==> config.mk <==
export PLATFORM = sky130hd
export DESIGN_NAME = starfield_star_stepper_unit
export DESIGN_NICKNAME = d
export VERILOG_FILES = /design/src/sfss_pkg.sv /design/src/sfss_ram.sv /design/src/sfss_front.sv /design/src/sfss_div.sv /design/src/sfss_back.sv /design/src/starfield_star_stepper_unit.sv
export SDC_FILE = /design/constraint.sdc
export NUM_CORES = 2
export LEC_CHECK = 0
export ABC_AREA = 1
export BUFFER_PORTS_ARGS = -buffer_cell sky130_fd_sc_hd__buf_2
export CELL_PAD_IN_SITES_DETAIL_PLACEMENT = 1
export CELL_PAD_IN_SITES_GLOBAL_PLACEMENT = 1
export CORE_MARGIN = 1.5
export CORE_UTILIZATION = 53
export DETAILED_ROUTE_END_ITERATION = 10
export PLACE_DENSITY_LB_ADDON = 0.1
export SYNTH_ARGS = -nofsm -noshare
export SYNTH_HDL_FRONTEND = slang
export SYNTH_SLANG_ARGS = --single-unit
==> constraint.sdc <==
create_clock -name clk -period 7.3 [get_ports clk]
set_input_delay 0.365 -clock clk [delete_from_list [all_inputs] [get_ports clk]]
set_output_delay 0.365 -clock clk [all_outputs]
set_load 0.05 [all_outputs]
==> src/sfss_pkg.sv <==
// ---------------------------------------------------------------------------
// sfss_pkg
// Shared types, widths and constants of the starfield star stepper.
// ---------------------------------------------------------------------------
package sfss_pkg;

	// Star table and screen geometry
	localparam int STAR_COUNT_DEF = 80;
	localparam int Z_FAR          = 64;
	localparam int CENTRE_X       = 64;
	localparam int CENTRE_Y       = 32;
	localparam int SCREEN_W       = 128;
	localparam int SCREEN_H       = 64;
	localparam int FAR_LIMIT      = Z_FAR * 2 / 3;
	localparam int MID_LIMIT      = Z_FAR / 3;

	// Field widths
	localparam int X_W        = 7;
	localparam int Y_W        = 6;
	localparam int Z_W        = 7;
	localparam int STAR_W     = X_W + Y_W + Z_W;
	localparam int IDX_W      = 7;
	localparam int STEP_W     = 6;
	localparam int PX_W       = 8;
	localparam int PY_W       = 7;
	localparam int COL_W      = 7;
	localparam int ROW_W      = 6;
	localparam int ADDR_MAX_W = 8;
	localparam int ADDR_EXT_W = IDX_W + ADDR_MAX_W;
	localparam int IDX_CMP_W  = 9;

	// Spawn offsets: flipping the sign bit recenters a raw random field
	localparam logic [X_W-1:0] X_FLIP = X_W'(1 << (X_W - 1));
	localparam logic [Y_W-1:0] Y_FLIP = Y_W'(1 << (Y_W - 1));

	// Configuration reset
	localparam logic [STEP_W-1:0] STEP_RESET = STEP_W'(2);

	// xorshift generator
	localparam int              RNG_W    = 16;
	localparam logic [RNG_W-1:0] RNG_SEED = 16'hACE1;
	localparam int              RNG_SH_A = 7;
	localparam int              RNG_SH_B = 9;
	localparam int              RNG_SH_C = 8;

	// Front/back queue
	localparam int QUEUE_DEPTH = 2;

	// Iterative divider
	localparam int DIV_W             = 16;
	localparam int DIVISOR_W         = Z_W;
	localparam int DIV_LANES         = 2;
	localparam int DIV_BITS_PER_STEP = 2;
	localparam int DIV_STEPS         = DIV_W / DIV_BITS_PER_STEP;

	typedef enum logic [0:0] {
		OP_INIT = 1'b0,
		OP_STEP = 1'b1
	} op_t;

	// One queued transaction
	typedef struct packed {
		op_t              op;
		logic [IDX_W-1:0] star_index;
	} item_t;

	typedef struct packed {
		logic                 start;
		logic [DIV_W-1:0]     dividend_a;
		logic [DIV_W-1:0]     dividend_b;
		logic [DIVISOR_W-1:0] divisor;
	} div_req_t;

	typedef struct packed {
		logic                 done;
		logic [DIV_W-1:0]     quot_a;
		logic [DIV_W-1:0]     quot_b;
	} div_rsp_t;

endpackage

==> src/sfss_ram.sv <==
// ---------------------------------------------------------------------------
// sfss_ram
// Generic single-write, single-read RAM with registered read data.
// ---------------------------------------------------------------------------
module sfss_ram #(
	parameter int WIDTH = 8,
	parameter int DEPTH = 16,
	localparam int AW   = (DEPTH > 1) ? $clog2(DEPTH) : 1
) (
	input  logic             clk,
	input  logic             we,
	input  logic [AW-1:0]    waddr,
	input  logic [WIDTH-1:0] wdata,
	input  logic             re,
	input  logic [AW-1:0]    raddr,
	output logic [WIDTH-1:0] rdata
);

	logic [WIDTH-1:0] mem_q [DEPTH];
	logic [WIDTH-1:0] rdata_q;

	always_ff @(posedge clk) begin
		if (we) begin
			mem_q[waddr] <= wdata;
		end
		if (re) begin
			rdata_q <= mem_q[raddr];
		end
	end

	assign rdata = rdata_q;

endmodule

==> src/sfss_front.sv <==
// ---------------------------------------------------------------------------
// sfss_front
// Input side: takes transactions, drops out-of-range indexes and queues the
// rest for the back end in a short FIFO.
// ---------------------------------------------------------------------------
module sfss_front import sfss_pkg::*; #(
	parameter int STAR_COUNT = STAR_COUNT_DEF
) (
	input  logic             clk,
	input  logic             arst_n,
	input  logic             in_valid,
	output logic             in_stall,
	input  logic             operation,
	input  logic [IDX_W-1:0] star_index,
	output logic             q_valid,
	output item_t            q_item,
	input  logic             q_pop
);

	localparam int PTR_W = (QUEUE_DEPTH > 1) ? $clog2(QUEUE_DEPTH) : 1;
	localparam int CNT_W = $clog2(QUEUE_DEPTH + 1);

	item_t            fifo_q [QUEUE_DEPTH];
	logic [PTR_W-1:0] wr_ptr_q;
	logic [PTR_W-1:0] rd_ptr_q;
	logic [CNT_W-1:0] cnt_q;
	logic             accept;
	logic             in_range;
	logic             push;
	logic             pop;
	item_t            new_item;

	// Classify the incoming transaction
	assign in_stall = (cnt_q == CNT_W'(QUEUE_DEPTH));
	assign accept   = in_valid && !in_stall;
	assign in_range = (IDX_CMP_W'(star_index) < IDX_CMP_W'(STAR_COUNT));
	assign push     = accept && in_range;
	assign pop      = q_pop && q_valid;
	assign new_item = '{op: op_t'(operation), star_index: star_index};

	assign q_valid = (cnt_q != '0);
	assign q_item  = fifo_q[rd_ptr_q];

	// Pointers and fill level
	always_ff @(posedge clk or negedge arst_n) begin
		if (!arst_n) begin
			wr_ptr_q <= '0;
			rd_ptr_q <= '0;
			cnt_q    <= '0;
		end else begin
			if (push) begin
				wr_ptr_q <= wr_ptr_q + PTR_W'(1);
			end
			if (pop) begin
				rd_ptr_q <= rd_ptr_q + PTR_W'(1);
			end
			unique case ({push, pop})
				2'b10:   cnt_q <= cnt_q + CNT_W'(1);
				2'b01:   cnt_q <= cnt_q - CNT_W'(1);
				default: cnt_q <= cnt_q;
			endcase
		end
	end

	// Queue storage
	always_ff @(posedge clk) begin
		if (push) begin
			fifo_q[wr_ptr_q] <= new_item;
		end
	end

endmodule

==> src/sfss_div.sv <==
// ---------------------------------------------------------------------------
// sfss_div
// Two-lane restoring divider, two quotient bits per cycle, one lane per
// screen coordinate of the projection.
// ---------------------------------------------------------------------------
module sfss_div import sfss_pkg::*; (
	input  logic     clk,
	input  logic     arst_n,
	input  div_req_t req,
	output div_rsp_t rsp
);

	localparam int CNT_W = $clog2(DIV_STEPS + 1);

	logic [DIV_W-1:0]     quo_q [DIV_LANES];
	logic [DIVISOR_W-1:0] rem_q [DIV_LANES];
	logic [DIV_W-1:0]     quo_d [DIV_LANES];
	logic [DIVISOR_W-1:0] rem_d [DIV_LANES];
	logic [DIVISOR_W-1:0] divisor_q;
	logic [CNT_W-1:0]     cnt_q;
	logic                 busy_q;
	logic                 done_q;

	// One iteration: DIV_BITS_PER_STEP shift-subtract steps per lane
	always_comb begin
		logic [DIVISOR_W:0]   t;
		logic [DIV_W-1:0]     q;
		logic [DIVISOR_W-1:0] r;
		for (int l = 0; l < DIV_LANES; l++) begin
			r = rem_q[l];
			q = quo_q[l];
			for (int s = 0; s < DIV_BITS_PER_STEP; s++) begin
				t = {r, q[DIV_W-1]};
				q = {q[DIV_W-2:0], 1'b0};
				if (t >= {1'b0, divisor_q}) begin
					t    = t - {1'b0, divisor_q};
					q[0] = 1'b1;
				end
				r = t[DIVISOR_W-1:0];
			end
			quo_d[l] = q;
			rem_d[l] = r;
		end
	end

	// Sequencing
	always_ff @(posedge clk or negedge arst_n) begin
		if (!arst_n) begin
			cnt_q  <= '0;
			busy_q <= 1'b0;
			done_q <= 1'b0;
		end else begin
			done_q <= 1'b0;
			if (req.start) begin
				cnt_q  <= CNT_W'(DIV_STEPS);
				busy_q <= 1'b1;
			end else if (busy_q) begin
				cnt_q <= cnt_q - CNT_W'(1);
				if (cnt_q == CNT_W'(1)) begin
					busy_q <= 1'b0;
					done_q <= 1'b1;
				end
			end
		end
	end

	// Datapath
	always_ff @(posedge clk) begin
		if (req.start) begin
			quo_q[0]  <= req.dividend_a;
			quo_q[1]  <= req.dividend_b;
			rem_q[0]  <= '0;
			rem_q[1]  <= '0;
			divisor_q <= req.divisor;
		end else if (busy_q) begin
			for (int l = 0; l < DIV_LANES; l++) begin
				quo_q[l] <= quo_d[l];
				rem_q[l] <= rem_d[l];
			end
		end
	end

	assign rsp.done   = done_q;
	assign rsp.quot_a = quo_q[0];
	assign rsp.quot_b = quo_q[1];

endmodule

==> src/sfss_back.sv <==
// ---------------------------------------------------------------------------
// sfss_back
// Back end: star table, random generator, projection through the divider
// and the pixel emitter with its output register.
// ---------------------------------------------------------------------------
module sfss_back import sfss_pkg::*; #(
	parameter int STAR_COUNT = STAR_COUNT_DEF
) (
	input  logic              clk,
	input  logic              arst_n,
	input  logic [STEP_W-1:0] depth_step,
	input  logic              q_valid,
	input  item_t             q_item,
	output logic              q_pop,
	output logic              out_valid,
	input  logic              out_stall,
	output logic [PX_W-1:0]   pixel_x,
	output logic [PY_W-1:0]   pixel_y,
	output logic              last
);

	localparam int AW    = (STAR_COUNT > 1) ? $clog2(STAR_COUNT) : 1;
	localparam int SCR_W = DIV_W + 1;

	typedef enum logic [6:0] {
		ST_IDLE = 7'b000_0001,
		ST_READ = 7'b000_0010,
		ST_RND1 = 7'b000_0100,
		ST_RND2 = 7'b000_1000,
		ST_RND3 = 7'b001_0000,
		ST_DIV  = 7'b010_0000,
		ST_EMIT = 7'b100_0000
	} state_t;

	function automatic logic [RNG_W-1:0] xs_next(input logic [RNG_W-1:0] r);
		logic [RNG_W-1:0] v;
		v = r ^ (r << RNG_SH_A);
		v = v ^ (v >> RNG_SH_B);
		v = v ^ (v << RNG_SH_C);
		return v;
	endfunction

	state_t state_q;
	state_t state_d;

	logic [RNG_W-1:0]  rng_q;
	logic [RNG_W-1:0]  rng_next;
	op_t               op_q;
	logic [AW-1:0]     addr_q;
	logic [X_W-1:0]    x_q;
	logic [Y_W-1:0]    y_q;
	logic [Z_W-1:0]    z_q;
	logic              neg_x_q;
	logic              neg_y_q;
	logic [COL_W-1:0]  sx_q;
	logic [ROW_W-1:0]  sy_q;
	logic [1:0]        k_q;
	logic              out_valid_q;
	logic [PX_W-1:0]   pixel_x_q;
	logic [PY_W-1:0]   pixel_y_q;
	logic              last_q;

	logic [ADDR_EXT_W-1:0] idx_ext;
	logic [AW-1:0]         q_addr;
	logic                  ram_we;
	logic [STAR_W-1:0]     ram_wdata;
	logic [STAR_W-1:0]     ram_rdata;
	logic [X_W-1:0]        rd_x;
	logic [Y_W-1:0]        rd_y;
	logic [Z_W-1:0]        rd_z;
	logic [Z_W-1:0]        z_sub;
	logic                  respawn_rd;
	logic [X_W-1:0]        mag_x;
	logic [Y_W-1:0]        mag_y;
	logic [X_W-1:0]        spawn_x;
	logic [Y_W-1:0]        spawn_y;
	logic [Z_W-1:0]        scatter_z;

	div_req_t div_req;
	div_rsp_t div_rsp;

	logic signed [SCR_W-1:0] qx_s;
	logic signed [SCR_W-1:0] qy_s;
	logic signed [SCR_W-1:0] sx_full;
	logic signed [SCR_W-1:0] sy_full;
	logic                    on_screen;
	logic                    far;
	logic                    mid;
	logic                    draw;
	logic [1:0]              k_nxt;
	logic                    out_acc;

	// Star table: {x, y, depth} per entry
	sfss_ram #(
		.WIDTH (STAR_W),
		.DEPTH (STAR_COUNT)
	) u_star_ram (
		.clk   (clk),
		.we    (ram_we),
		.waddr (addr_q),
		.wdata (ram_wdata),
		.re    (q_pop),
		.raddr (q_addr),
		.rdata (ram_rdata)
	);

	sfss_div u_div (
		.clk    (clk),
		.arst_n (arst_n),
		.req    (div_req),
		.rsp    (div_rsp)
	);

	// Queue side
	assign idx_ext = ADDR_EXT_W'(q_item.star_index);
	assign q_addr  = idx_ext[AW-1:0];
	assign q_pop   = (state_q == ST_IDLE) && q_valid;

	// Table read decode and depth update
	assign rd_x       = ram_rdata[STAR_W-1 -: X_W];
	assign rd_y       = ram_rdata[Z_W +: Y_W];
	assign rd_z       = ram_rdata[Z_W-1:0];
	assign respawn_rd = (rd_z <= Z_W'(depth_step));
	assign z_sub      = rd_z - Z_W'(depth_step);
	assign mag_x      = rd_x[X_W-1] ? X_W'(-rd_x) : rd_x;
	assign mag_y      = rd_y[Y_W-1] ? Y_W'(-rd_y) : rd_y;

	// Random draws; the init depth is a mask since Z_FAR is a power of two
	assign rng_next  = xs_next(rng_q);
	assign spawn_x   = rng_next[X_W-1:0] ^ X_FLIP;
	assign spawn_y   = rng_next[Y_W-1:0] ^ Y_FLIP;
	assign scatter_z = Z_W'(rng_next & RNG_W'(Z_FAR - 1)) + Z_W'(1);

	// Divider request: projection after a read
	always_comb begin
		div_req.start      = (state_q == ST_READ) && !respawn_rd;
		div_req.dividend_a = DIV_W'(mag_x) * DIV_W'(Z_FAR);
		div_req.dividend_b = DIV_W'(mag_y) * DIV_W'(Z_FAR);
		div_req.divisor    = z_sub;
	end

	// Screen position, truncating toward zero
	assign qx_s    = neg_x_q ? -$signed({1'b0, div_rsp.quot_a}) : $signed({1'b0, div_rsp.quot_a});
	assign qy_s    = neg_y_q ? -$signed({1'b0, div_rsp.quot_b}) : $signed({1'b0, div_rsp.quot_b});
	assign sx_full = qx_s + $signed(SCR_W'(CENTRE_X));
	assign sy_full = qy_s + $signed(SCR_W'(CENTRE_Y));
	assign on_screen = !sx_full[SCR_W-1] && (sx_full < $signed(SCR_W'(SCREEN_W)))
		&& !sy_full[SCR_W-1] && (sy_full < $signed(SCR_W'(SCREEN_H)));

	// Depth band: far stars show only on odd indexes, near stars bloom
	assign far  = (z_q > Z_W'(FAR_LIMIT));
	assign mid  = (z_q > Z_W'(MID_LIMIT));
	assign draw = !far || addr_q[0];

	assign k_nxt   = k_q + 2'd1;
	assign out_acc = out_valid_q && !out_stall;

	// Table writes
	always_comb begin
		ram_we    = 1'b0;
		ram_wdata = {x_q, y_q, z_q};
		if ((state_q == ST_RND2) && (op_q == OP_STEP)) begin
			ram_we    = 1'b1;
			ram_wdata = {x_q, spawn_y, Z_W'(Z_FAR)};
		end else if (state_q == ST_RND3) begin
			ram_we    = 1'b1;
			ram_wdata = {x_q, y_q, scatter_z};
		end else if ((state_q == ST_DIV) && div_rsp.done && on_screen) begin
			ram_we = 1'b1;
		end
	end

	// Next state
	always_comb begin
		state_d = state_q;
		unique case (state_q)
			ST_IDLE: begin
				if (q_valid) begin
					state_d = (q_item.op == OP_INIT) ? ST_RND1 : ST_READ;
				end
			end
			ST_READ: state_d = respawn_rd ? ST_RND1 : ST_DIV;
			ST_RND1: state_d = ST_RND2;
			ST_RND2: state_d = (op_q == OP_INIT) ? ST_RND3 : ST_IDLE;
			ST_RND3: state_d = ST_IDLE;
			ST_DIV: begin
				if (div_rsp.done) begin
					if (!on_screen) begin
						state_d = ST_RND1;
					end else if (draw) begin
						state_d = ST_EMIT;
					end else begin
						state_d = ST_IDLE;
					end
				end
			end
			ST_EMIT: begin
				if (out_acc && last_q) begin
					state_d = ST_IDLE;
				end
			end
			default: state_d = ST_IDLE;
		endcase
	end

	// Control registers
	always_ff @(posedge clk or negedge arst_n) begin
		if (!arst_n) begin
			state_q     <= ST_IDLE;
			rng_q       <= RNG_SEED;
			out_valid_q <= 1'b0;
			k_q         <= '0;
		end else begin
			state_q <= state_d;
			if ((state_q == ST_RND1) || (state_q == ST_RND2) || (state_q == ST_RND3)) begin
				rng_q <= rng_next;
			end
			if ((state_q == ST_DIV) && (state_d == ST_EMIT)) begin
				out_valid_q <= 1'b1;
				k_q         <= '0;
			end else if ((state_q == ST_EMIT) && out_acc) begin
				if (last_q) begin
					out_valid_q <= 1'b0;
				end else begin
					k_q <= k_nxt;
				end
			end
		end
	end

	// Star and pixel payload
	always_ff @(posedge clk) begin
		unique case (state_q)
			ST_IDLE: begin
				if (q_valid) begin
					op_q   <= q_item.op;
					addr_q <= q_addr;
				end
			end
			ST_READ: begin
				x_q     <= rd_x;
				y_q     <= rd_y;
				z_q     <= z_sub;
				neg_x_q <= rd_x[X_W-1];
				neg_y_q <= rd_y[Y_W-1];
			end
			ST_RND1: x_q <= spawn_x;
			ST_RND2: y_q <= spawn_y;
			ST_DIV: begin
				if (div_rsp.done) begin
					sx_q      <= sx_full[COL_W-1:0];
					sy_q      <= sy_full[ROW_W-1:0];
					pixel_x_q <= PX_W'(sx_full[COL_W-1:0]);
					pixel_y_q <= PY_W'(sy_full[ROW_W-1:0]);
					last_q    <= far || mid;
				end
			end
			ST_EMIT: begin
				if (out_acc && !last_q) begin
					pixel_x_q <= PX_W'(sx_q) + PX_W'(k_nxt[0]);
					pixel_y_q <= PY_W'(sy_q) + PY_W'(k_nxt[1]);
					last_q    <= &k_nxt;
				end
			end
			default: begin
			end
		endcase
	end

	assign out_valid = out_valid_q;
	assign pixel_x   = pixel_x_q;
	assign pixel_y   = pixel_y_q;
	assign last      = last_q;

endmodule

==> src/starfield_star_stepper_unit.sv <==
// ---------------------------------------------------------------------------
// starfield_star_stepper_unit
// One star of a 3-D perspective starfield per transaction: init or step.
// ---------------------------------------------------------------------------
// A step transaction reads the star, projects it through the divider and hands
// over its pixels, up to four for a near star; a step that respawns skips the
// division, one whose star leaves the screen respawns after it, and an init
// draws a new position and depth. The divider retires two quotient bits a
// cycle on both coordinates at once.
// Transactions with an index at or above STAR_COUNT are accepted and dropped.
// A two-entry queue sits between the input and the back end, so the input keeps
// taking transactions until the queue is full while pixels wait on the output.
// The star table has no reset; a star must be initialized before it is stepped.
module starfield_star_stepper_unit import sfss_pkg::*; #(
	parameter int STAR_COUNT = STAR_COUNT_DEF
) (
	input  logic              clk,
	input  logic              arst_n,
	input  logic              depth_step_we,
	input  logic [STEP_W-1:0] depth_step,
	input  logic              in_valid,
	output logic              in_stall,
	input  logic              operation,
	input  logic [IDX_W-1:0]  star_index,
	output logic              out_valid,
	input  logic              out_stall,
	output logic [PX_W-1:0]   pixel_x,
	output logic [PY_W-1:0]   pixel_y,
	output logic              last
);

	logic [STEP_W-1:0] depth_step_q;
	logic              q_valid;
	item_t             q_item;
	logic              q_pop;

	// Configuration register
	always_ff @(posedge clk or negedge arst_n) begin
		if (!arst_n) begin
			depth_step_q <= STEP_RESET;
		end else if (depth_step_we) begin
			depth_step_q <= depth_step;
		end
	end

	sfss_front #(
		.STAR_COUNT (STAR_COUNT)
	) u_front (
		.clk        (clk),
		.arst_n     (arst_n),
		.in_valid   (in_valid),
		.in_stall   (in_stall),
		.operation  (operation),
		.star_index (star_index),
		.q_valid    (q_valid),
		.q_item     (q_item),
		.q_pop      (q_pop)
	);

	sfss_back #(
		.STAR_COUNT (STAR_COUNT)
	) u_back (
		.clk        (clk),
		.arst_n     (arst_n),
		.depth_step (depth_step_q),
		.q_valid    (q_valid),
		.q_item     (q_item),
		.q_pop      (q_pop),
		.out_valid  (out_valid),
		.out_stall  (out_stall),
		.pixel_x    (pixel_x),
		.pixel_y    (pixel_y),
		.last       (last)
	);

	// Back end never pops an empty queue
	a_pop_nonempty: assert property (@(posedge clk) disable iff (!arst_n)
		q_pop |-> q_valid)
		else $error("queue popped while empty");

	// Only in-range transactions reach the back end
	a_queue_in_range: assert property (@(posedge clk) disable iff (!arst_n)
		q_valid |-> (IDX_CMP_W'(q_item.star_index) < IDX_CMP_W'(STAR_COUNT)))
		else $error("out-of-range index queued");

	// No new transaction starts while pixels are pending
	a_no_pop_while_out: assert property (@(posedge clk) disable iff (!arst_n)
		out_valid |-> !q_pop)
		else $error("transaction taken while output pending");

	// Pixels stay within the screen plus one bloom column and row
	a_pixel_bounds: assert property (@(posedge clk) disable iff (!arst_n)
		out_valid |-> ((pixel_x <= PX_W'(SCREEN_W)) && (pixel_y <= PY_W'(SCREEN_H))))
		else $error("pixel outside screen bounds");

endmodule

==> impl_results.html <==
<table>
<tr><th>Metric</th><th>Value</th></tr>
<tr><th colspan="2">Outcome</th></tr>
<tr><td>Result of the run</td><td>finished, final reports clean</td></tr>
<tr><th colspan="2">Setup path</th></tr>
<tr><td>Critical path peak fanout</td><td>23</td></tr>
<tr><td>Slowest CP cell</td><td>sky130_fd_sc_hd__nor2_2</td></tr>
<tr><td>CP Data Required Time</td><td>7710 ps</td></tr>
<tr><td>Endpoint arrival time on the critical path</td><td>6020 ps</td></tr>
<tr><td>Setup crit end kind</td><td>flop</td></tr>
<tr><td>Most frequent CP cell</td><td>sky130_fd_sc_hd__nand2_1</td></tr>
<tr><td>Delay of the slowest cell on the worst path</td><td>1180 ps</td></tr>
<tr><td>CP Class</td><td>flop to flop</td></tr>
<tr><td>Launching element type of the critical path</td><td>flop</td></tr>
<tr><td>Cells along the critical path</td><td>nand2_1 &gt; xor2_1 &gt; ha_1 &gt; inv_1 &gt; nor2_1 &gt; nand3_1 &gt; nand2_1 &gt; nand2_1 &gt; inv_2 &gt; nand2_1 &gt; nor2_1 &gt; nand2_1 &gt; nor2_4 &gt; nand3_4 &gt; nand2_2 &gt; nand2_1 &gt; nor2_2</td></tr>
<tr><th colspan="2">Drt</th></tr>
<tr><td>Via count normalized by instance count</td><td>6.47</td></tr>
<tr><td>First-pass iteration count of the detailed router</td><td>5</td></tr>
<tr><td>Number of vias in the routed layout</td><td>49700</td></tr>
<tr><td>Post-DRT Antenna Nets</td><td>0</td></tr>
<tr><td>Final wirelength</td><td>228 mm</td></tr>
<tr><td>Routed wire per std cell</td><td>29.7 um</td></tr>
<tr><td>Remaining routing DRC violations</td><td>0</td></tr>
<tr><td>Number of design-rule violations left by the first detailed-router iteration</td><td>6382</td></tr>
<tr><th colspan="2">STA</th></tr>
<tr><td>Hold Vio Cnt, Final</td><td>0</td></tr>
<tr><td>Setup repair after global routing missed its margin</td><td>false</td></tr>
<tr><td>Hold WS</td><td>289 ps</td></tr>
<tr><td>Setup skew after layout</td><td>29.2 ps</td></tr>
<tr><td>Slew at the pin closest to its max-slew limit</td><td>1310 ps</td></tr>
<tr><td>Final TNS setup</td><td>0 ps</td></tr>
<tr><td>Setup violators final</td><td>0</td></tr>
<tr><td>Time the final worst path needs with I/O delays and setup</td><td>5610 ps</td></tr>
<tr><td>Final Max Tran Viols</td><td>0</td></tr>
<tr><td>Final period util</td><td>0.768</td></tr>
<tr><td>Slew headroom</td><td>0.124</td></tr>
<tr><td>Fmax achieved</td><td>178 MHz</td></tr>
<tr><th colspan="2">Synth</th></tr>
<tr><td>Synthesis Warnings</td><td>0</td></tr>
<tr><td>Synth async-reset ratio</td><td>0.0235</td></tr>
<tr><td>Post-synthesis instance area</td><td>73400 um^2</td></tr>
<tr><td>Distinct cell type count of the synthesized netlist</td><td>51</td></tr>
<tr><td>Most instantiated flip-flop cell in the synthesis netlist</td><td>sky130_fd_sc_hd__edfxtp_1</td></tr>
<tr><td>Post-Synth XOR/XNOR Area</td><td>0.00871</td></tr>
<tr><td>Number of flops mapped to enable cells by yosys</td><td>1748</td></tr>
<tr><td>Adder and majority cell fraction of the synthesized area</td><td>0.00972</td></tr>
<tr><td>Flip-flop and latch count after synthesis</td><td>1790</td></tr>
<tr><td>Multiplexer share of the synthesized area</td><td>0.000460</td></tr>
<tr><td>Post-synthesis compound-gate area fraction</td><td>0.130</td></tr>
<tr><td>Mean instance size in the synthesized netlist</td><td>12.8 um^2</td></tr>
<tr><td>Synth Area in Simple Gates</td><td>0.0920</td></tr>
<tr><td>Dominant combinational cell family by area after synthesis</td><td>compound AO/OA/AOI/OAI gates</td></tr>
<tr><td>Cell count after synthesis</td><td>5740</td></tr>
<tr><td>Syn nets</td><td>5813</td></tr>
<tr><td>Post-synthesis sequential area ratio</td><td>0.730</td></tr>
<tr><th colspan="2">Pwr</th></tr>
<tr><td>Power per unit of standard cell area</td><td>424 nW/um^2</td></tr>
<tr><td>Total design power</td><td>0.0347 W</td></tr>
<tr><td>Reported leakage power</td><td>26.8 nW</td></tr>
<tr><td>Maximum vdd ir drop</td><td>0.000320 V</td></tr>
<tr><th colspan="2">Floorplan</th></tr>
<tr><td>Die X-Extent</td><td>375 um</td></tr>
<tr><td>Placeable core area</td><td>137000 um^2</td></tr>
<tr><td>Top Ports</td><td>37</td></tr>
<tr><td>Initial Utilization</td><td>0.534</td></tr>
<tr><td>Vertical die dimension</td><td>375 um</td></tr>
<tr><td>Total die area</td><td>141000 um^2</td></tr>
<tr><td>Row count</td><td>136</td></tr>
<tr><th colspan="2">CTS</th></tr>
<tr><td>Clk Latency, worst-skew pair</td><td>820 ps</td></tr>
<tr><td># hold bufs at CTS</td><td>28</td></tr>
<tr><td>Number of H-tree levels</td><td>4</td></tr>
<tr><td>Clock Root Buffer</td><td>sky130_fd_sc_hd__clkbuf_16</td></tr>
<tr><td>Clock tree from TritonCTS</td><td>built</td></tr>
<tr><td>Number of sinks driven by the clock tree</td><td>1790</td></tr>
<tr><td>Cells resized by post-CTS repair</td><td>0</td></tr>
<tr><td>Post-CTS Setup Repair Bufs</td><td>0</td></tr>
<tr><td>Maximum buffer depth of the clock tree</td><td>3</td></tr>
<tr><td>Clock buffer count from CTS</td><td>183</td></tr>
<tr><td>Clock-pin slew on the worst setup and hold paths</td><td>70 ps</td></tr>
<tr><th colspan="2">Placed design</th></tr>
<tr><td>Number of buffers added on ports</td><td>36</td></tr>
<tr><td>Detailed-placement wirelength estimate</td><td>132 mm</td></tr>
<tr><td>Cell count after placement</td><td>7301</td></tr>
<tr><td>Final Wtd Congestion</td><td>0.888</td></tr>
<tr><th colspan="2">Layout</th></tr>
<tr><td>Finished Layout Cells</td><td>7672</td></tr>
<tr><td>Fraction of final layout cells sized beyond drive strength 1</td><td>0.0968</td></tr>
<tr><td>NumNets Final</td><td>5793</td></tr>
<tr><td>Area delta synth-&gt;final</td><td>11.6%</td></tr>
<tr><th colspan="2">Flow run</th></tr>
<tr><td>Max_cap viols</td><td>0</td></tr>
<tr><th colspan="2">Global route</th></tr>
<tr><td>Largest net degree at the start of global routing</td><td>186</td></tr>
<tr><td>Overall Global Routing Usage</td><td>0.321</td></tr>
<tr><td>Wire length of the first global-routing pass</td><td>335 mm</td></tr>
<tr><td>Vias in the first global route</td><td>49900</td></tr>
<tr><td>Leftover overflow at the end of global routing</td><td>0</td></tr>
<tr><td>Antenna violations before repair</td><td>5</td></tr>
<tr><th colspan="2">Min path</th></tr>
<tr><td>Worst hold path type</td><td>input pin to asynchronous set/reset pin</td></tr>
</table>
path summary, 6_finish.rpt:
check / startpoint / end / slack (ps) / cells after the start
max: u_back.neg_x_q / u_back.u_star_ram.mem_q[49][2] / 1690 / 17
min: arst_n / u_front.cnt_q[1] / 290 / 2
max reg2reg: u_back.neg_x_q / u_back.u_star_ram.mem_q[49][2] / 1690 / 17
min reg2reg: u_back.u_div.quo_q[0][16] / u_back.sy_q[0] / 450 / 0
max in group asynchronous: arst_n / u_front.cnt_q[0] / 6430 / 2
min in group clk: operation / u_front.fifo_q[0][7] / 300 / 2
synth_stat cells, drive strengths merged (12+ instances only):
cell type,instances,area [um^2]
nor2,1030,3920
xnor2,26,228
xor2,47,412
a211oi,12,90.1
ha,49,613
nand2,366,1440
o221ai,209,1830
buf,41,204
a21oi,52,260
o211ai,147,1100
edfxtp,1748,52500
o22ai,185,1160
nand3,210,1060
clkbuf,329,1230
nor3,18,90.1
dfrtp,32,801
o21ai,956,4790
inv,190,713
worst max-delay path: cells and delay by family, from the launching register on:
family	cells	cell delay (ps)
flip-flops	1	780
XOR/XNOR	1	270
AND/OR/NAND/NOR	13	3810
buffers and inverters	2	100
adder cells (fa/ha/maj)	1	210
power by group:
group | internal, W | total [W] | switching [W] | leakage, nW
Sequential | 0.0124 | 0.0127 | 0.000365 | 16.3
Clock | 0.00526 | 0.00933 | 0.00407 | 2.88
Combinational | 0.00308 | 0.0127 | 0.00957 | 7.67
Total | 0.0207 | 0.0347 | 0.0140 | 26.8
final cells by class:
class	instances	area (um^2)
timing repair buffer	165	1370
clock inverter	111	1010
inverter	192	746
fill	13300	55600
clock buffer	231	4900
tap	1794	2240
sequential	1790	53600
antenna	1	2.50
multi-input combinational	3388	18100
flip-flops by register name (all words and copies together) (netlist names), 8 cells and up:
register	count
u_back.pixel_x	8
u_back.rng_q	16
u_back.u_div.quo_q	32
u_back.u_div.rem_q	14
u_back.u_star_ram.mem_q	1600
u_back.u_star_ram.rdata	20
u_front.fifo_q	16
layout by cell type (no fill, tap or decap), types with 49 or more instances in the layout:
master,n
sky130_fd_sc_hd__a21oi_1,52
sky130_fd_sc_hd__buf_4,89
sky130_fd_sc_hd__clkbuf_16,188
sky130_fd_sc_hd__clkinv_1,50
sky130_fd_sc_hd__edfxtp_1,1748
sky130_fd_sc_hd__ha_1,49
sky130_fd_sc_hd__inv_1,178
sky130_fd_sc_hd__nand2_1,347
sky130_fd_sc_hd__nand3_1,209
sky130_fd_sc_hd__nor2_1,937
sky130_fd_sc_hd__nor2_2,89
sky130_fd_sc_hd__o211ai_1,147
sky130_fd_sc_hd__o21ai_0,922
sky130_fd_sc_hd__o221ai_1,209
sky130_fd_sc_hd__o22ai_1,184
metrics by stage:
stage	cell area [um^2]	setup slack [ps]	util
after global routing	81900	1290	0.596
after global placement	75700	1870	0.551
after floorplan	73400	1740	-
after CTS	81900	1760	0.596
final	81900	1690	0.596
after detailed placement	75700	1800	0.551
kinds of logic (layout without fill, tap and decap cells):
kind of cell | after synthesis | in the layout
xor gates and xnor gates | 73 | 73
buffers and inverters | 562 | 699
and+or+nand+nor | 1660 | 1660
AOI/OAI and AO/OA | 1598 | 1598
adders and majority gates | 54 | 54
DFF | 1790 | 1790
other | 0 | 1
muxes | 3 | 3
routing by layer:
metal,track usage,wire length [um]
met4,0.118,8670
met1,0.460,94000
met5,0,23
met2,0.502,106000
met3,0.0494,18800
No activity file was read; power rests on OpenSTA's default activity.
